## config.mk

```make
export PLATFORM = sky130hd
export DESIGN_NAME = tga_rle_packet_decoder_flat
export DESIGN_NICKNAME = d
export VERILOG_FILES = /design/src/tga_rle_pkg.sv /design/src/tga_rle_if.sv /design/src/tga_rle_cfg.sv /design/src/tga_rle_core.sv /design/src/tga_rle_packet_decoder.sv /design/src/flat_wrapper.sv
export SDC_FILE = /design/constraint.sdc
export NUM_CORES = 1
export LEC_CHECK = 0
export BUFFER_PORTS_ARGS = -buffer_cell sky130_fd_sc_hd__buf_2
export CAP_MARGIN = 30
export CORE_MARGIN = 2
export CORE_UTILIZATION = 39
export DETAILED_ROUTE_END_ITERATION = 10
export GPL_ROUTABILITY_DRIVEN = 0
export PLACE_DENSITY = 0.58
export SLEW_MARGIN = 20
export SYNTH_ARGS = -nofsm -noshare
export SYNTH_HDL_FRONTEND = slang
export SYNTH_SLANG_ARGS = --single-unit
```

## constraint.sdc

```tcl
create_clock -name clk -period 12.05 [get_ports clk]
set_input_delay 1.8075 -clock clk [delete_from_list [all_inputs] [get_ports clk]]
set_output_delay 1.8075 -clock clk [all_outputs]
set_load 0.01 [all_outputs]
```

## src/tga_rle_pkg.sv

```systemverilog
// ----------------------------------------------------------------------------
// tga_rle_pkg
// shared types and constants of the run-length tga pixel stream decoder
// ----------------------------------------------------------------------------
package tga_rle_pkg;

    localparam int unsigned BYTE_W      = 8;
    localparam int unsigned PIXEL_W     = 32;
    localparam int unsigned COUNT_W     = 8;
    localparam int unsigned PB_W        = 3;
    localparam int unsigned TOTAL_W     = 32;
    localparam int unsigned APB_DATA_W  = 32;
    localparam int unsigned APB_ADDR_W  = 3;

    localparam logic [BYTE_W-1:0] HDR_COUNT_MASK = 8'h7f;
    localparam logic [BYTE_W-1:0] HDR_RUN_FLAG   = 8'h80;

    localparam logic [PB_W-1:0]    PIXEL_BYTES_RESET  = 3'd3;
    localparam logic [TOTAL_W-1:0] TOTAL_PIXELS_RESET = 32'd0;

    typedef enum logic [0:0] {
        REG_PIXEL_BYTES  = 1'b0,
        REG_TOTAL_PIXELS = 1'b1
    } reg_sel_t;

    typedef enum logic [1:0] {
        PH_HEADER = 2'd0,
        PH_RUN    = 2'd1,
        PH_RAW    = 2'd2,
        PH_DONE   = 2'd3
    } phase_t;

    typedef struct packed {
        logic               restart;
        logic [PB_W-1:0]    pixel_bytes;
        logic [TOTAL_W-1:0] total_pixels;
    } cfg_t;

endpackage

```

## src/tga_rle_if.sv

```systemverilog
// ----------------------------------------------------------------------------
// tga_rle_if
// valid/ready channels for the compressed byte stream and the pixel results
// ----------------------------------------------------------------------------
interface tga_rle_in_if;
    logic                             valid;
    logic                             ready;
    logic [tga_rle_pkg::BYTE_W-1:0]   in_byte;

    modport source (output valid, output in_byte, input ready);
    modport sink   (input valid, input in_byte, output ready);
endinterface

interface tga_rle_out_if;
    logic                             valid;
    logic                             ready;
    logic [tga_rle_pkg::PIXEL_W-1:0]  pixel_value;
    logic [tga_rle_pkg::COUNT_W-1:0]  repeat_count;
    logic                             image_done;

    modport source (output valid, output pixel_value, output repeat_count,
                    output image_done, input ready);
    modport sink   (input valid, input pixel_value, input repeat_count,
                    input image_done, output ready);
endinterface

```

## src/tga_rle_cfg.sv

```systemverilog
// ----------------------------------------------------------------------------
// tga_rle_cfg
// apb register file: pixel size and image size, restart pulse after a write
// ----------------------------------------------------------------------------
module tga_rle_cfg
(
    input  logic                                 clk,
    input  logic                                 rst_n,
    input  logic                                 psel,
    input  logic                                 penable,
    input  logic                                 pwrite,
    input  logic [tga_rle_pkg::APB_ADDR_W-1:0]   paddr,
    input  logic [tga_rle_pkg::APB_DATA_W-1:0]   pwdata,
    output logic [tga_rle_pkg::APB_DATA_W-1:0]   prdata,
    output logic                                 pready,
    output tga_rle_pkg::cfg_t                    cfg
);

    logic [tga_rle_pkg::PB_W-1:0]    pixel_bytes_reg;
    logic [tga_rle_pkg::TOTAL_W-1:0] total_pixels_reg;
    logic                            restart_reg;
    logic                            wr_en;
    tga_rle_pkg::reg_sel_t           sel;

    assign pready = 1'b1;
    assign wr_en  = psel && penable && pwrite;
    assign sel    = tga_rle_pkg::reg_sel_t'(paddr[2]);

    always_ff @(posedge clk or negedge rst_n)
    begin
        if (!rst_n)
        begin
            pixel_bytes_reg  <= tga_rle_pkg::PIXEL_BYTES_RESET;
            total_pixels_reg <= tga_rle_pkg::TOTAL_PIXELS_RESET;
            restart_reg      <= 1'b0;
        end
        else
        begin
            restart_reg <= wr_en;
            if (wr_en)
            begin
                unique case (sel)
                    tga_rle_pkg::REG_PIXEL_BYTES:
                        pixel_bytes_reg <= pwdata[tga_rle_pkg::PB_W-1:0];
                    tga_rle_pkg::REG_TOTAL_PIXELS:
                        total_pixels_reg <= pwdata[tga_rle_pkg::TOTAL_W-1:0];
                    default:
                        pixel_bytes_reg <= pixel_bytes_reg;
                endcase
            end
        end
    end

    always_comb
    begin
        unique case (sel)
            tga_rle_pkg::REG_PIXEL_BYTES:
                prdata = {{(tga_rle_pkg::APB_DATA_W-tga_rle_pkg::PB_W){1'b0}},
                          pixel_bytes_reg};
            tga_rle_pkg::REG_TOTAL_PIXELS:
                prdata = total_pixels_reg;
            default:
                prdata = '0;
        endcase
    end

    assign cfg.restart      = restart_reg;
    assign cfg.pixel_bytes  = pixel_bytes_reg;
    assign cfg.total_pixels = total_pixels_reg;

endmodule

```

## src/tga_rle_core.sv

```systemverilog
// ----------------------------------------------------------------------------
// tga_rle_core
// input byte register, packet/pixel state update and result register
// ----------------------------------------------------------------------------
module tga_rle_core
#(
    parameter int unsigned MAX_PIXEL_BYTES = 4
)
(
    input  logic                  clk,
    input  logic                  rst_n,
    input  tga_rle_pkg::cfg_t     cfg,
    tga_rle_in_if.sink            in_ch,
    tga_rle_out_if.source         out_ch
);

    localparam int unsigned POS_W = (MAX_PIXEL_BYTES > 1) ? $clog2(MAX_PIXEL_BYTES) : 1;
    localparam int unsigned ASM_W = 8 * MAX_PIXEL_BYTES;
    localparam logic [tga_rle_pkg::PB_W-1:0] MAX_PB =
        tga_rle_pkg::PB_W'(MAX_PIXEL_BYTES);

    // input register
    logic                              in_valid_reg,  in_valid_next;
    logic [tga_rle_pkg::BYTE_W-1:0]    in_byte_reg;

    // decoder state
    tga_rle_pkg::phase_t               phase_reg,     phase_next;
    logic [tga_rle_pkg::COUNT_W-1:0]   packet_left_reg, packet_left_next;
    logic [POS_W-1:0]                  pos_reg,       pos_next;
    logic [ASM_W-1:0]                  asm_reg,       asm_next;
    logic [tga_rle_pkg::TOTAL_W-1:0]   pixels_left_reg, pixels_left_next;

    // result register
    logic                              out_valid_reg, out_valid_next;
    logic [tga_rle_pkg::PIXEL_W-1:0]   pixel_reg,     pixel_next;
    logic [tga_rle_pkg::COUNT_W-1:0]   rep_reg,       rep_next;
    logic                              done_reg,      done_next;

    logic                              out_free;
    logic                              proc;
    logic                              res_valid;
    logic [tga_rle_pkg::PB_W-1:0]      eff_pb;
    logic [ASM_W-1:0]                  asm_merged;
    logic                              pix_complete;
    logic [tga_rle_pkg::TOTAL_W-1:0]   rep_wide;
    logic [tga_rle_pkg::TOTAL_W-1:0]   packet_wide;
    logic [tga_rle_pkg::TOTAL_W-1:0]   left_after;

    assign out_free     = !out_valid_reg || out_ch.ready;
    assign proc         = in_valid_reg && out_free;
    assign in_ch.ready  = !in_valid_reg || out_free;

    always_comb
    begin
        if (cfg.pixel_bytes == '0)
            eff_pb = tga_rle_pkg::PB_W'(1);
        else if (cfg.pixel_bytes > MAX_PB)
            eff_pb = MAX_PB;
        else
            eff_pb = cfg.pixel_bytes;
    end

    always_comb
    begin
        asm_merged = asm_reg;
        for (int i = 0; i < MAX_PIXEL_BYTES; i++)
        begin
            if (pos_reg == POS_W'(i))
                asm_merged[8*i +: 8] = in_byte_reg;
        end
    end

    assign pix_complete = ({1'b0, pos_reg} + (POS_W+1)'(1)) >= (POS_W+1)'(eff_pb);
    assign packet_wide  = {{(tga_rle_pkg::TOTAL_W-tga_rle_pkg::COUNT_W){1'b0}},
                           packet_left_reg};

    always_comb
    begin
        phase_next       = phase_reg;
        packet_left_next = packet_left_reg;
        pos_next         = pos_reg;
        asm_next         = asm_reg;
        pixels_left_next = pixels_left_reg;
        res_valid        = 1'b0;
        rep_wide         = '0;
        left_after       = pixels_left_reg;
        pixel_next       = tga_rle_pkg::PIXEL_W'(asm_merged);
        rep_next         = '0;
        done_next        = 1'b0;

        if (phase_reg == tga_rle_pkg::PH_DONE || pixels_left_reg == '0)
        begin
            phase_next = tga_rle_pkg::PH_DONE;
        end
        else if (phase_reg == tga_rle_pkg::PH_HEADER)
        begin
            packet_left_next = (in_byte_reg & tga_rle_pkg::HDR_COUNT_MASK)
                               + tga_rle_pkg::COUNT_W'(1);
            pos_next         = '0;
            asm_next         = '0;
            phase_next       = ((in_byte_reg & tga_rle_pkg::HDR_RUN_FLAG) != '0)
                               ? tga_rle_pkg::PH_RUN : tga_rle_pkg::PH_RAW;
        end
        else if (!pix_complete)
        begin
            pos_next = pos_reg + POS_W'(1);
            asm_next = asm_merged;
        end
        else
        begin
            pos_next  = '0;
            asm_next  = '0;
            res_valid = 1'b1;
            if (phase_reg == tga_rle_pkg::PH_RUN)
            begin
                rep_wide         = (packet_wide > pixels_left_reg) ? pixels_left_reg
                                                                   : packet_wide;
                packet_left_next = '0;
                phase_next       = tga_rle_pkg::PH_HEADER;
            end
            else
            begin
                rep_wide         = tga_rle_pkg::TOTAL_W'(1);
                packet_left_next = packet_left_reg - tga_rle_pkg::COUNT_W'(1);
                if (packet_left_next == '0)
                    phase_next = tga_rle_pkg::PH_HEADER;
            end
            left_after       = pixels_left_reg - rep_wide;
            pixels_left_next = left_after;
            if (left_after == '0)
                phase_next = tga_rle_pkg::PH_DONE;
            rep_next  = rep_wide[tga_rle_pkg::COUNT_W-1:0];
            done_next = (left_after == '0);
        end
    end

    always_comb
    begin
        if (in_ch.valid && in_ch.ready)
            in_valid_next = 1'b1;
        else if (proc)
            in_valid_next = 1'b0;
        else
            in_valid_next = in_valid_reg;

        if (proc && res_valid)
            out_valid_next = 1'b1;
        else if (out_ch.ready)
            out_valid_next = 1'b0;
        else
            out_valid_next = out_valid_reg;
    end

    always_ff @(posedge clk or negedge rst_n)
    begin
        if (!rst_n)
        begin
            in_valid_reg    <= 1'b0;
            out_valid_reg   <= 1'b0;
            phase_reg       <= tga_rle_pkg::PH_DONE;
            packet_left_reg <= '0;
            pos_reg         <= '0;
            asm_reg         <= '0;
            pixels_left_reg <= '0;
        end
        else
        begin
            in_valid_reg  <= in_valid_next;
            out_valid_reg <= out_valid_next;
            if (cfg.restart)
            begin
                packet_left_reg <= '0;
                pos_reg         <= '0;
                asm_reg         <= '0;
                pixels_left_reg <= cfg.total_pixels;
                phase_reg       <= (cfg.total_pixels == '0) ? tga_rle_pkg::PH_DONE
                                                            : tga_rle_pkg::PH_HEADER;
            end
            else if (proc)
            begin
                phase_reg       <= phase_next;
                packet_left_reg <= packet_left_next;
                pos_reg         <= pos_next;
                asm_reg         <= asm_next;
                pixels_left_reg <= pixels_left_next;
            end
        end
    end

    always_ff @(posedge clk)
    begin
        if (in_ch.valid && in_ch.ready)
            in_byte_reg <= in_ch.in_byte;
        if (proc && res_valid)
        begin
            pixel_reg <= pixel_next;
            rep_reg   <= rep_next;
            done_reg  <= done_next;
        end
    end

    assign out_ch.valid        = out_valid_reg;
    assign out_ch.pixel_value  = pixel_reg;
    assign out_ch.repeat_count = rep_reg;
    assign out_ch.image_done   = done_reg;

endmodule

```

## src/tga_rle_packet_decoder.sv

```systemverilog
// ----------------------------------------------------------------------------
// tga_rle_packet_decoder
// run-length tga pixel stream decoder, unless the result side stalls, one compressed byte per cycle
// ----------------------------------------------------------------------------
// Takes one byte of run-length TGA pixel data per clock unless the result
// side stalls, and returns at most one pixel result per byte: the packed
// pixel, its repeat count (clipped to the pixels left) and a done flag on the
// result that fills the image. Bytes go through one input register and one
// result register, and a new byte is taken every cycle as long as the result
// side keeps up; the packet and pixel state is updated once per byte. Writing
// either register over APB restarts decoding with the new pixel size and
// image size; bytes after the image is full, or with an image size of zero,
// are taken and dropped.
module tga_rle_packet_decoder
#(
    parameter int unsigned MAX_PIXEL_BYTES = 4
)
(
    input  logic                                 clk,
    input  logic                                 rst_n,
    tga_rle_in_if.sink                           in_ch,
    tga_rle_out_if.source                        out_ch,
    input  logic                                 psel,
    input  logic                                 penable,
    input  logic                                 pwrite,
    input  logic [tga_rle_pkg::APB_ADDR_W-1:0]   paddr,
    input  logic [tga_rle_pkg::APB_DATA_W-1:0]   pwdata,
    output logic [tga_rle_pkg::APB_DATA_W-1:0]   prdata,
    output logic                                 pready
);

    tga_rle_pkg::cfg_t cfg;

    tga_rle_cfg u_cfg
    (
        .clk     (clk),
        .rst_n   (rst_n),
        .psel    (psel),
        .penable (penable),
        .pwrite  (pwrite),
        .paddr   (paddr),
        .pwdata  (pwdata),
        .prdata  (prdata),
        .pready  (pready),
        .cfg     (cfg)
    );

    tga_rle_core
    #(
        .MAX_PIXEL_BYTES (MAX_PIXEL_BYTES)
    )
    u_core
    (
        .clk    (clk),
        .rst_n  (rst_n),
        .cfg    (cfg),
        .in_ch  (in_ch),
        .out_ch (out_ch)
    );

endmodule
```

## src/flat_wrapper.sv

```systemverilog
// flat-port wrapper written by rule: the top's interface ports become plain ports
module tga_rle_packet_decoder_flat 
#(
    parameter int unsigned MAX_PIXEL_BYTES = 4
)
  (clk, rst_n, psel, penable, pwrite, paddr, pwdata, prdata, pready, in_ch_valid, in_ch_in_byte, in_ch_ready, out_ch_valid, out_ch_pixel_value, out_ch_repeat_count, out_ch_image_done, out_ch_ready);
  tga_rle_in_if in_ch_i ();
  tga_rle_out_if out_ch_i ();
  input  logic clk;
  input  logic rst_n;
  input  logic psel;
  input  logic penable;
  input  logic pwrite;
  input  logic [tga_rle_pkg::APB_ADDR_W-1:0] paddr;
  input  logic [tga_rle_pkg::APB_DATA_W-1:0] pwdata;
  output logic [tga_rle_pkg::APB_DATA_W-1:0] prdata;
  output logic pready;
  input wire logic [$bits(in_ch_i.valid)-1:0] in_ch_valid;
  input wire logic [$bits(in_ch_i.in_byte)-1:0] in_ch_in_byte;
  output wire logic [$bits(in_ch_i.ready)-1:0] in_ch_ready;
  output wire logic [$bits(out_ch_i.valid)-1:0] out_ch_valid;
  output wire logic [$bits(out_ch_i.pixel_value)-1:0] out_ch_pixel_value;
  output wire logic [$bits(out_ch_i.repeat_count)-1:0] out_ch_repeat_count;
  output wire logic [$bits(out_ch_i.image_done)-1:0] out_ch_image_done;
  input wire logic [$bits(out_ch_i.ready)-1:0] out_ch_ready;
  assign in_ch_i.valid = in_ch_valid;
  assign in_ch_i.in_byte = in_ch_in_byte;
  assign in_ch_ready = in_ch_i.ready;
  assign out_ch_valid = out_ch_i.valid;
  assign out_ch_pixel_value = out_ch_i.pixel_value;
  assign out_ch_repeat_count = out_ch_i.repeat_count;
  assign out_ch_image_done = out_ch_i.image_done;
  assign out_ch_i.ready = out_ch_ready;
  tga_rle_packet_decoder #(.MAX_PIXEL_BYTES(MAX_PIXEL_BYTES)) u_core (.clk(clk), .rst_n(rst_n), .in_ch(in_ch_i), .out_ch(out_ch_i), .psel(psel), .penable(penable), .pwrite(pwrite), .paddr(paddr), .pwdata(pwdata), .prdata(prdata), .pready(pready));
endmodule
```

==> impl_metrics.yaml, run 1 <==
run:
  cap_violations: 0
sta:
  setup_violations: 0
  holdWs_ns: 0.4987
  period_share_pct: 49.55
  period_needed_ns: 5.971
  maxSlewHeadroom_pct: 47.82
  rsz0062_at_grt: "false"
  clock.fmax_mhz: 167.5
  final_hold_viol_count: 0
  setup_ws_ns: 6.079
  slew_viol_final: 0
  clock_skew_ns: 0.02337
  tns_ns: 0
  worst_slew_pin_slew_ns: 0.7827
synthesis:
  synth_warnings: 0
  synth_edf_count: 49
  synthCells: 967
  ys_top_cells_by_count: "dfrtp_1 (110), nand2_1 (89), o21ai_0 (72)"
  synth-main-ff-cell: "dfrtp_1"
  yosys-top-cells-area: "dfrtp_1 (28%), edfxtp_1 (15%), mux2_2 (7.9%)"
  yosysSeqAreaShare_pct: 43.97
  synth.most_common_cell: "dfrtp_1"
  async_flop_share_pct: 69.94
  ys_types: 83
  postSynthAreaPerCell_um2: 10.18
  ys_ff_latch: 163
  netlist.area_leader.share_pct: 27.96
  netlist.top_cell.by_area: "dfrtp_1"
  synthesis.area_um2: 9846
setup_path:
  cp_data_required_time_ns: 12.33
  critPathBufInv: 1
  ff2ff_setup_slack_ns: 6.08
  cp-start-kind: "register"
  worstPathMaxFanout: 12
  critical_path.slowest_cell: "or4_1"
  worstSetupPathType: "register to register"
  arrival_ns: 6.25
  regToRegEndpoint: "u_core.u_core.out_ch.image_done"
  path_cells: "nor4_1 > nand4_1 > nor2_1 > o211ai_1 > buf_4 > a21oi_1 > nand2_1 > ha_1 > fa_1 > nor2b_1 > o2111ai_1 > a211oi_2 > nor3_1 > o21ai_0 > xor2_1 > or4_1 > a2111oi_0 > nand4_1 > nor2_1"
  cp_top_family: "simple AND/OR/NAND/NOR gates"
  critPathCaptureType: "register"
  r2r_start: "u_core.u_core.pixels_left_reg[8]"
  max_stage_delay_ns: 0.58
  worst_r2r_path_depth: 19
cells_and_area:
  syn_to_final_growth_pct: 17.03
  fin_util_pct: 46.16
  stdcell_count: 1441
  post-route-cell-area_um2: 11520
  final_nets: 1196
  drive_gt1_share_pct: 23.81
route:
  dr.pass1.iters: 4
  ant_nets: 0
  routed_wl_um: 26680
  drc: 0
  post_drt_wl_per_cell_um: 18.52
  routed_via_density: 5.523
  vias: 7959
  detail_route.iter0.violations: 510
cts:
  post-cts-setup-buffer-count: 0
  cts_resized: 0
  cts_root_buf: "clkbuf_16"
  cts_sinks: 163
  clock_path_buffers: 2
  numCtsBuffers: 17
  cts_hold_buf: 0
  clk_pin_slew_ns: 0.08
  clk-insertion-delay-late_ns: 0.44
  htree_num_levels: 4
  cts_tree: "built"
global_route:
  antenna_found_initial: 2
  grt_overflow_total: 0
  grt_pass1_vias: 7570
  grt_start_max_net_pins: 68
  grt_pass1_wl_um: 41970
  grt_use_total_pct: 20.38
floorplan:
  initial_utilization_pct: 39.44
  num_rows: 58
  coreArea_um2: 24960
  io_pins: 126
  die_w_um: 162.9
  die_y_um: 162.9
  fp.dieArea_um2: 26530
power_and_ir_drop:
  power.density_nw_per_um2: 249.8
  peakVddDrop_mv: 0.09353
  leakage_nw: 5.079
  power_mw: 2.878
place:
  dp_slack_ns: 6.117
  io_buffers: 122
  dp_cells: 1405
  placed_area_um2: 10850
  hpwl_um: 19800
min_path:
  holdPathStages: 1
  min_from: "u_core.u_core.asm_reg[10]"
  hp-class: "register to register"
  holdPathEnd: "u_core.u_core.asm_reg[10]"
outcome:
  outcome: "finished, final reports clean"
layer usage:
layer	vias to the layer above	global-route usage, %	wire (um)
met2	217	31.24	12080
met1	3857	29.62	12660
met5	-	0	8
met4	2	4.264	305
li1	3858	-	-
met3	25	4.507	1632
worst max path at each step:
stage | cells past startpoint | to | slack [ns] | from
final | 19 | u_core.u_core.out_ch.image_done | 6.08 | u_core.u_core.pixels_left_reg[8]
after CTS | 18 | u_core.u_core.out_ch.image_done | 6.07 | u_core.u_core.pixels_left_reg[8]
after floorplan | 24 | u_core.u_core.out_ch.image_done | 7.16 | u_core.u_core.pixels_left_reg[1]
after global routing | 24 | u_core.u_core.phase_reg[1] | 5.80 | u_core.u_core.pixels_left_reg[1]
after global placement | 18 | u_core.u_core.out_ch.image_done | 6.13 | u_core.u_core.pixels_left_reg[8]
after detailed placement | 18 | u_core.u_core.out_ch.image_done | 6.12 | u_core.u_core.pixels_left_reg[8]
cell usage in the layout (no fill, tap or decap), types with 37 or more instances in the layout:
| cell | n |
|---|---|
| a21oi_1 | 62 |
| and2_1 | 37 |
| buf_2 | 121 |
| dfrtp_1 | 109 |
| ha_1 | 49 |
| o21ai_0 | 72 |
| mux2_2 | 69 |
| nand2_1 | 89 |
| nor2_1 | 51 |
| edfxtp_1 | 49 |
worst register-to-register path, delay by kind of cell, from the launching register on:
kind,cells,cell delay (ns)
compound gates,6,2.02
simple gates,9,2.30
flops,1,0.42
buf+inv,1,0.24
xor+xnor,1,0.19
fa+ha+maj,2,0.66
power breakdown:
| group | switching [mW] | internal (mW) | total [mW] |
|---|---|---|---|
| clock | 0.271 | 0.304 | 0.575 |
| sequential | 0.151 | 0.735 | 0.886 |
| combinational | 0.845 | 0.571 | 1.42 |
cells by family after synthesis:
family,Yosys count,share of synthesized area (%)
AOI/OAI and AO/OA,266,18.21
xor gates and xnor gates,25,2.415
adders and majority gates,50,6.430
buffers and inverters,69,3.012
DFF,163,43.97
muxes,92,10.26
other,1,0.03809
and+or+nand+nor,301,15.67
layout make-up:
| class | count | area [um^2] |
|---|---|---|
| flip-flops and latches | 163 | 4330 |
| diodes | 2 | 5.005 |
| repair buffers | 131 | 733.2 |
| inverters | 25 | 93.84 |
| well taps | 330 | 412.9 |
| clock buffers | 17 | 425.4 |
| clock inverters | 15 | 210.2 |
| fillers | 2407 | 13440 |
| multi-input cells | 758 | 5311 |
Power figures use the tool's default switching activity.
==> run 2: changes to the inputs <==
==> constraint.sdc (replaced) <==
create_clock -name clk -period 6.1 [get_ports clk]
set_input_delay 0.915 -clock clk [delete_from_list [all_inputs] [get_ports clk]]
set_output_delay 0.915 -clock clk [all_outputs]
set_load 0.01 [all_outputs]
==> impl_metrics.yaml, run 2 (synthesized netlist as in run 1, its figures left out) <==
sta:
  worst_slew_pin_slew_ns: 0.7938
  setup_violations: 0
  clock_skew_ns: 0.01432
  maxSlewHeadroom_pct: 47.08
  period_needed_ns: 5.609
  rsz0062_at_grt: "false"
  holdWs_ns: 0.4956
  slew_viol_final: 0
  final_hold_viol_count: 0
  period_share_pct: 91.95
  clock.fmax_mhz: 178.3
  tns_ns: 0
setup_path:
  worst_r2r_path_depth: 19
  arrival_ns: 5.88
  critPathCaptureType: "register"
  crit_end: "u_core.u_core.out_ch.image_done"
  r2r_start: "u_core.u_core.pixels_left_reg[8]"
  ff2ff_setup_slack_ns: 0.49
  cp-startpoint: "u_core.u_core.pixels_left_reg[8]"
  worstSetupPathType: "register to register"
  worstPathMaxFanout: 7
  cp-start-kind: "register"
  cp_data_required_time_ns: 6.37
  regToRegEndpoint: "u_core.u_core.out_ch.image_done"
global_route:
  antenna_found_initial: 2
  grt_start_max_net_pins: 68
  grt_pass1_wl_um: 42820
  grt_use_total_pct: 20.74
  grt_pass1_vias: 7708
  grt_overflow_total: 0
cts:
  cts_tree: "built"
  cts_hold_buf: 0
  post-cts-setup-buffer-count: 0
  clock_path_buffers: 2
  clk_pin_slew_ns: 0.07
  cts_root_buf: "clkbuf_16"
  cts_resized: 0
  clk-insertion-delay-late_ns: 0.43
  numCtsBuffers: 17
  cts_sinks: 163
  htree_num_levels: 4
outcome:
  outcome: "finished, final reports clean"
route:
  drc: 0
  dr.pass1.iters: 4
  vias: 7976
  detail_route.iter0.violations: 588
  post_drt_wl_per_cell_um: 18.71
  ant_nets: 0
  routed_via_density: 5.516
  routed_wl_um: 27060
floorplan:
  io_pins: 126
  num_rows: 58
  die_w_um: 162.9
  die_y_um: 162.9
  initial_utilization_pct: 39.44
  fp.dieArea_um2: 26530
  coreArea_um2: 24960
run:
  cap_violations: 0
power_and_ir_drop:
  power.density_nw_per_um2: 495.6
  p_sw_mw: 2.507
  swShare_pct: 43.80
  p_clk_share_pct: 19.1
  combPwrFrac_pct: 50.3
  leakage_nw: 5.095
  peakVddDrop_mv: 0.1914
  power_mw: 5.723
  p_int_mw: 3.216
  seqPwrFrac_pct: 30.6
place:
  placed_area_um2: 10880
  hpwl_um: 19870
  io_buffers: 122
cells_and_area:
  multiInputGateArea_um2: 5311
  layout_commonest_cell: "buf_2"
  drive_gt1_share_pct: 24.22
  fin_util_pct: 46.26
  post-route-cell-area_um2: 11550
  syn_to_final_growth_pct: 17.28
  seqCellArea_um2: 4330
  mostFrequentLayoutCells: "buf_2 (121), dfrtp_1 (109), nand2_1 (89), o21ai_0 (72), mux2_2 (69)"
  final_nets: 1202
  fillers: 2410
min_path:
  hp-class: "register to register"
## run 2: cell types whose count changed in the layout (fill, tap and decap cells not counted)
| cell | before | now |
|---|---|---|
| buf_12 | 1 | 0 |
| buf_16 | 2 | 3 |
| buf_4 | 7 | 13 |
| clkinv_8 | 5 | 3 |
| clkinvlp_4 | 0 | 2 |
| diode_2 | 2 | 1 |
| inv_12 | 1 | 0 |
| inv_6 | 1 | 2 |
## run 2: final cells by class
cell class | instances | share of cell area [%]
inverters | 25 | 0.8127
clock buffers | 17 | 3.684
multi-input cells | 758 | 46.00
flip-flops and latches | 163 | 37.50
well taps | 330 | 3.576
repair buffers | 137 | 6.805
diodes | 1 | 0.02167
clock inverters | 15 | 1.604
## run 2: metrics by stage
stage,instances,worst slack [ns]
floorplan,990,1.213
global placement,1410,0.6758
detailed placement,1411,0.5829
CTS,1443,0.5478
global route,1445,0.07197
finish,1446,0.4912
## run 2: worst max-delay path, stage by stage (launching register included)
cell and delay, ns:
dfrtp_1 0.42, nor4_1 0.44, nand4_1 0.14, nor2_1 0.35, o211ai_1 0.18, buf_4 0.20, a21oi_1 0.23, nand2_1 0.09
ha_1 0.25, fa_1 0.41, nor2b_1 0.19, o2111ai_1 0.30, a211oi_2 0.50, nor3_1 0.14, o21ai_0 0.23, xor2_1 0.11
or4_1 0.53, a2111oi_0 0.49, nand4_1 0.15, nor2_1 0.11
## run 2: metal layers
metal	up-vias	wire length (um)	GRT usage, %
li1	3864	-	-
met1	3864	13210	30.46
met2	214	11960	31.12
met3	32	1442	4.049
met4	2	435	5.712
met5	-	13	0
## run 2: worst min path at each step
stage / start / end / slack (ns) / depth (start not counted)
3_5_place_dp: u_core.u_core.asm_reg[18] / u_core.u_core.asm_reg[18] / 0.48 / 1
4_1_cts: u_core.u_core.asm_reg[7] / u_core.u_core.asm_reg[7] / 0.50 / 1
3_3_place_gp: u_core.u_core.asm_reg[24] / u_core.u_core.asm_reg[24] / 0.48 / 1
2_1_floorplan: u_core.u_core.asm_reg[16] / u_core.u_core.asm_reg[16] / 0.46 / 1
6_report: u_core.u_core.asm_reg[27] / u_core.u_core.asm_reg[27] / 0.50 / 1
5_1_grt: u_core.u_core.asm_reg[18] / u_core.u_core.asm_reg[18] / 0.51 / 1
## run 2: power by group through the flow
| stage | clock [mW] | combinational [mW] | sequential, mW |
|---|---|---|---|
| final | 1.09 | 2.88 | 1.75 |
| after global routing | 1.16 | 3.19 | 1.79 |
| after CTS | 1.11 | 2.84 | 1.75 |
| after detailed placement | 0 | 2.82 | 1.77 |
| after global placement | 0 | 2.78 | 1.77 |
| after floorplan | 0 | 2.08 | 1.67 |
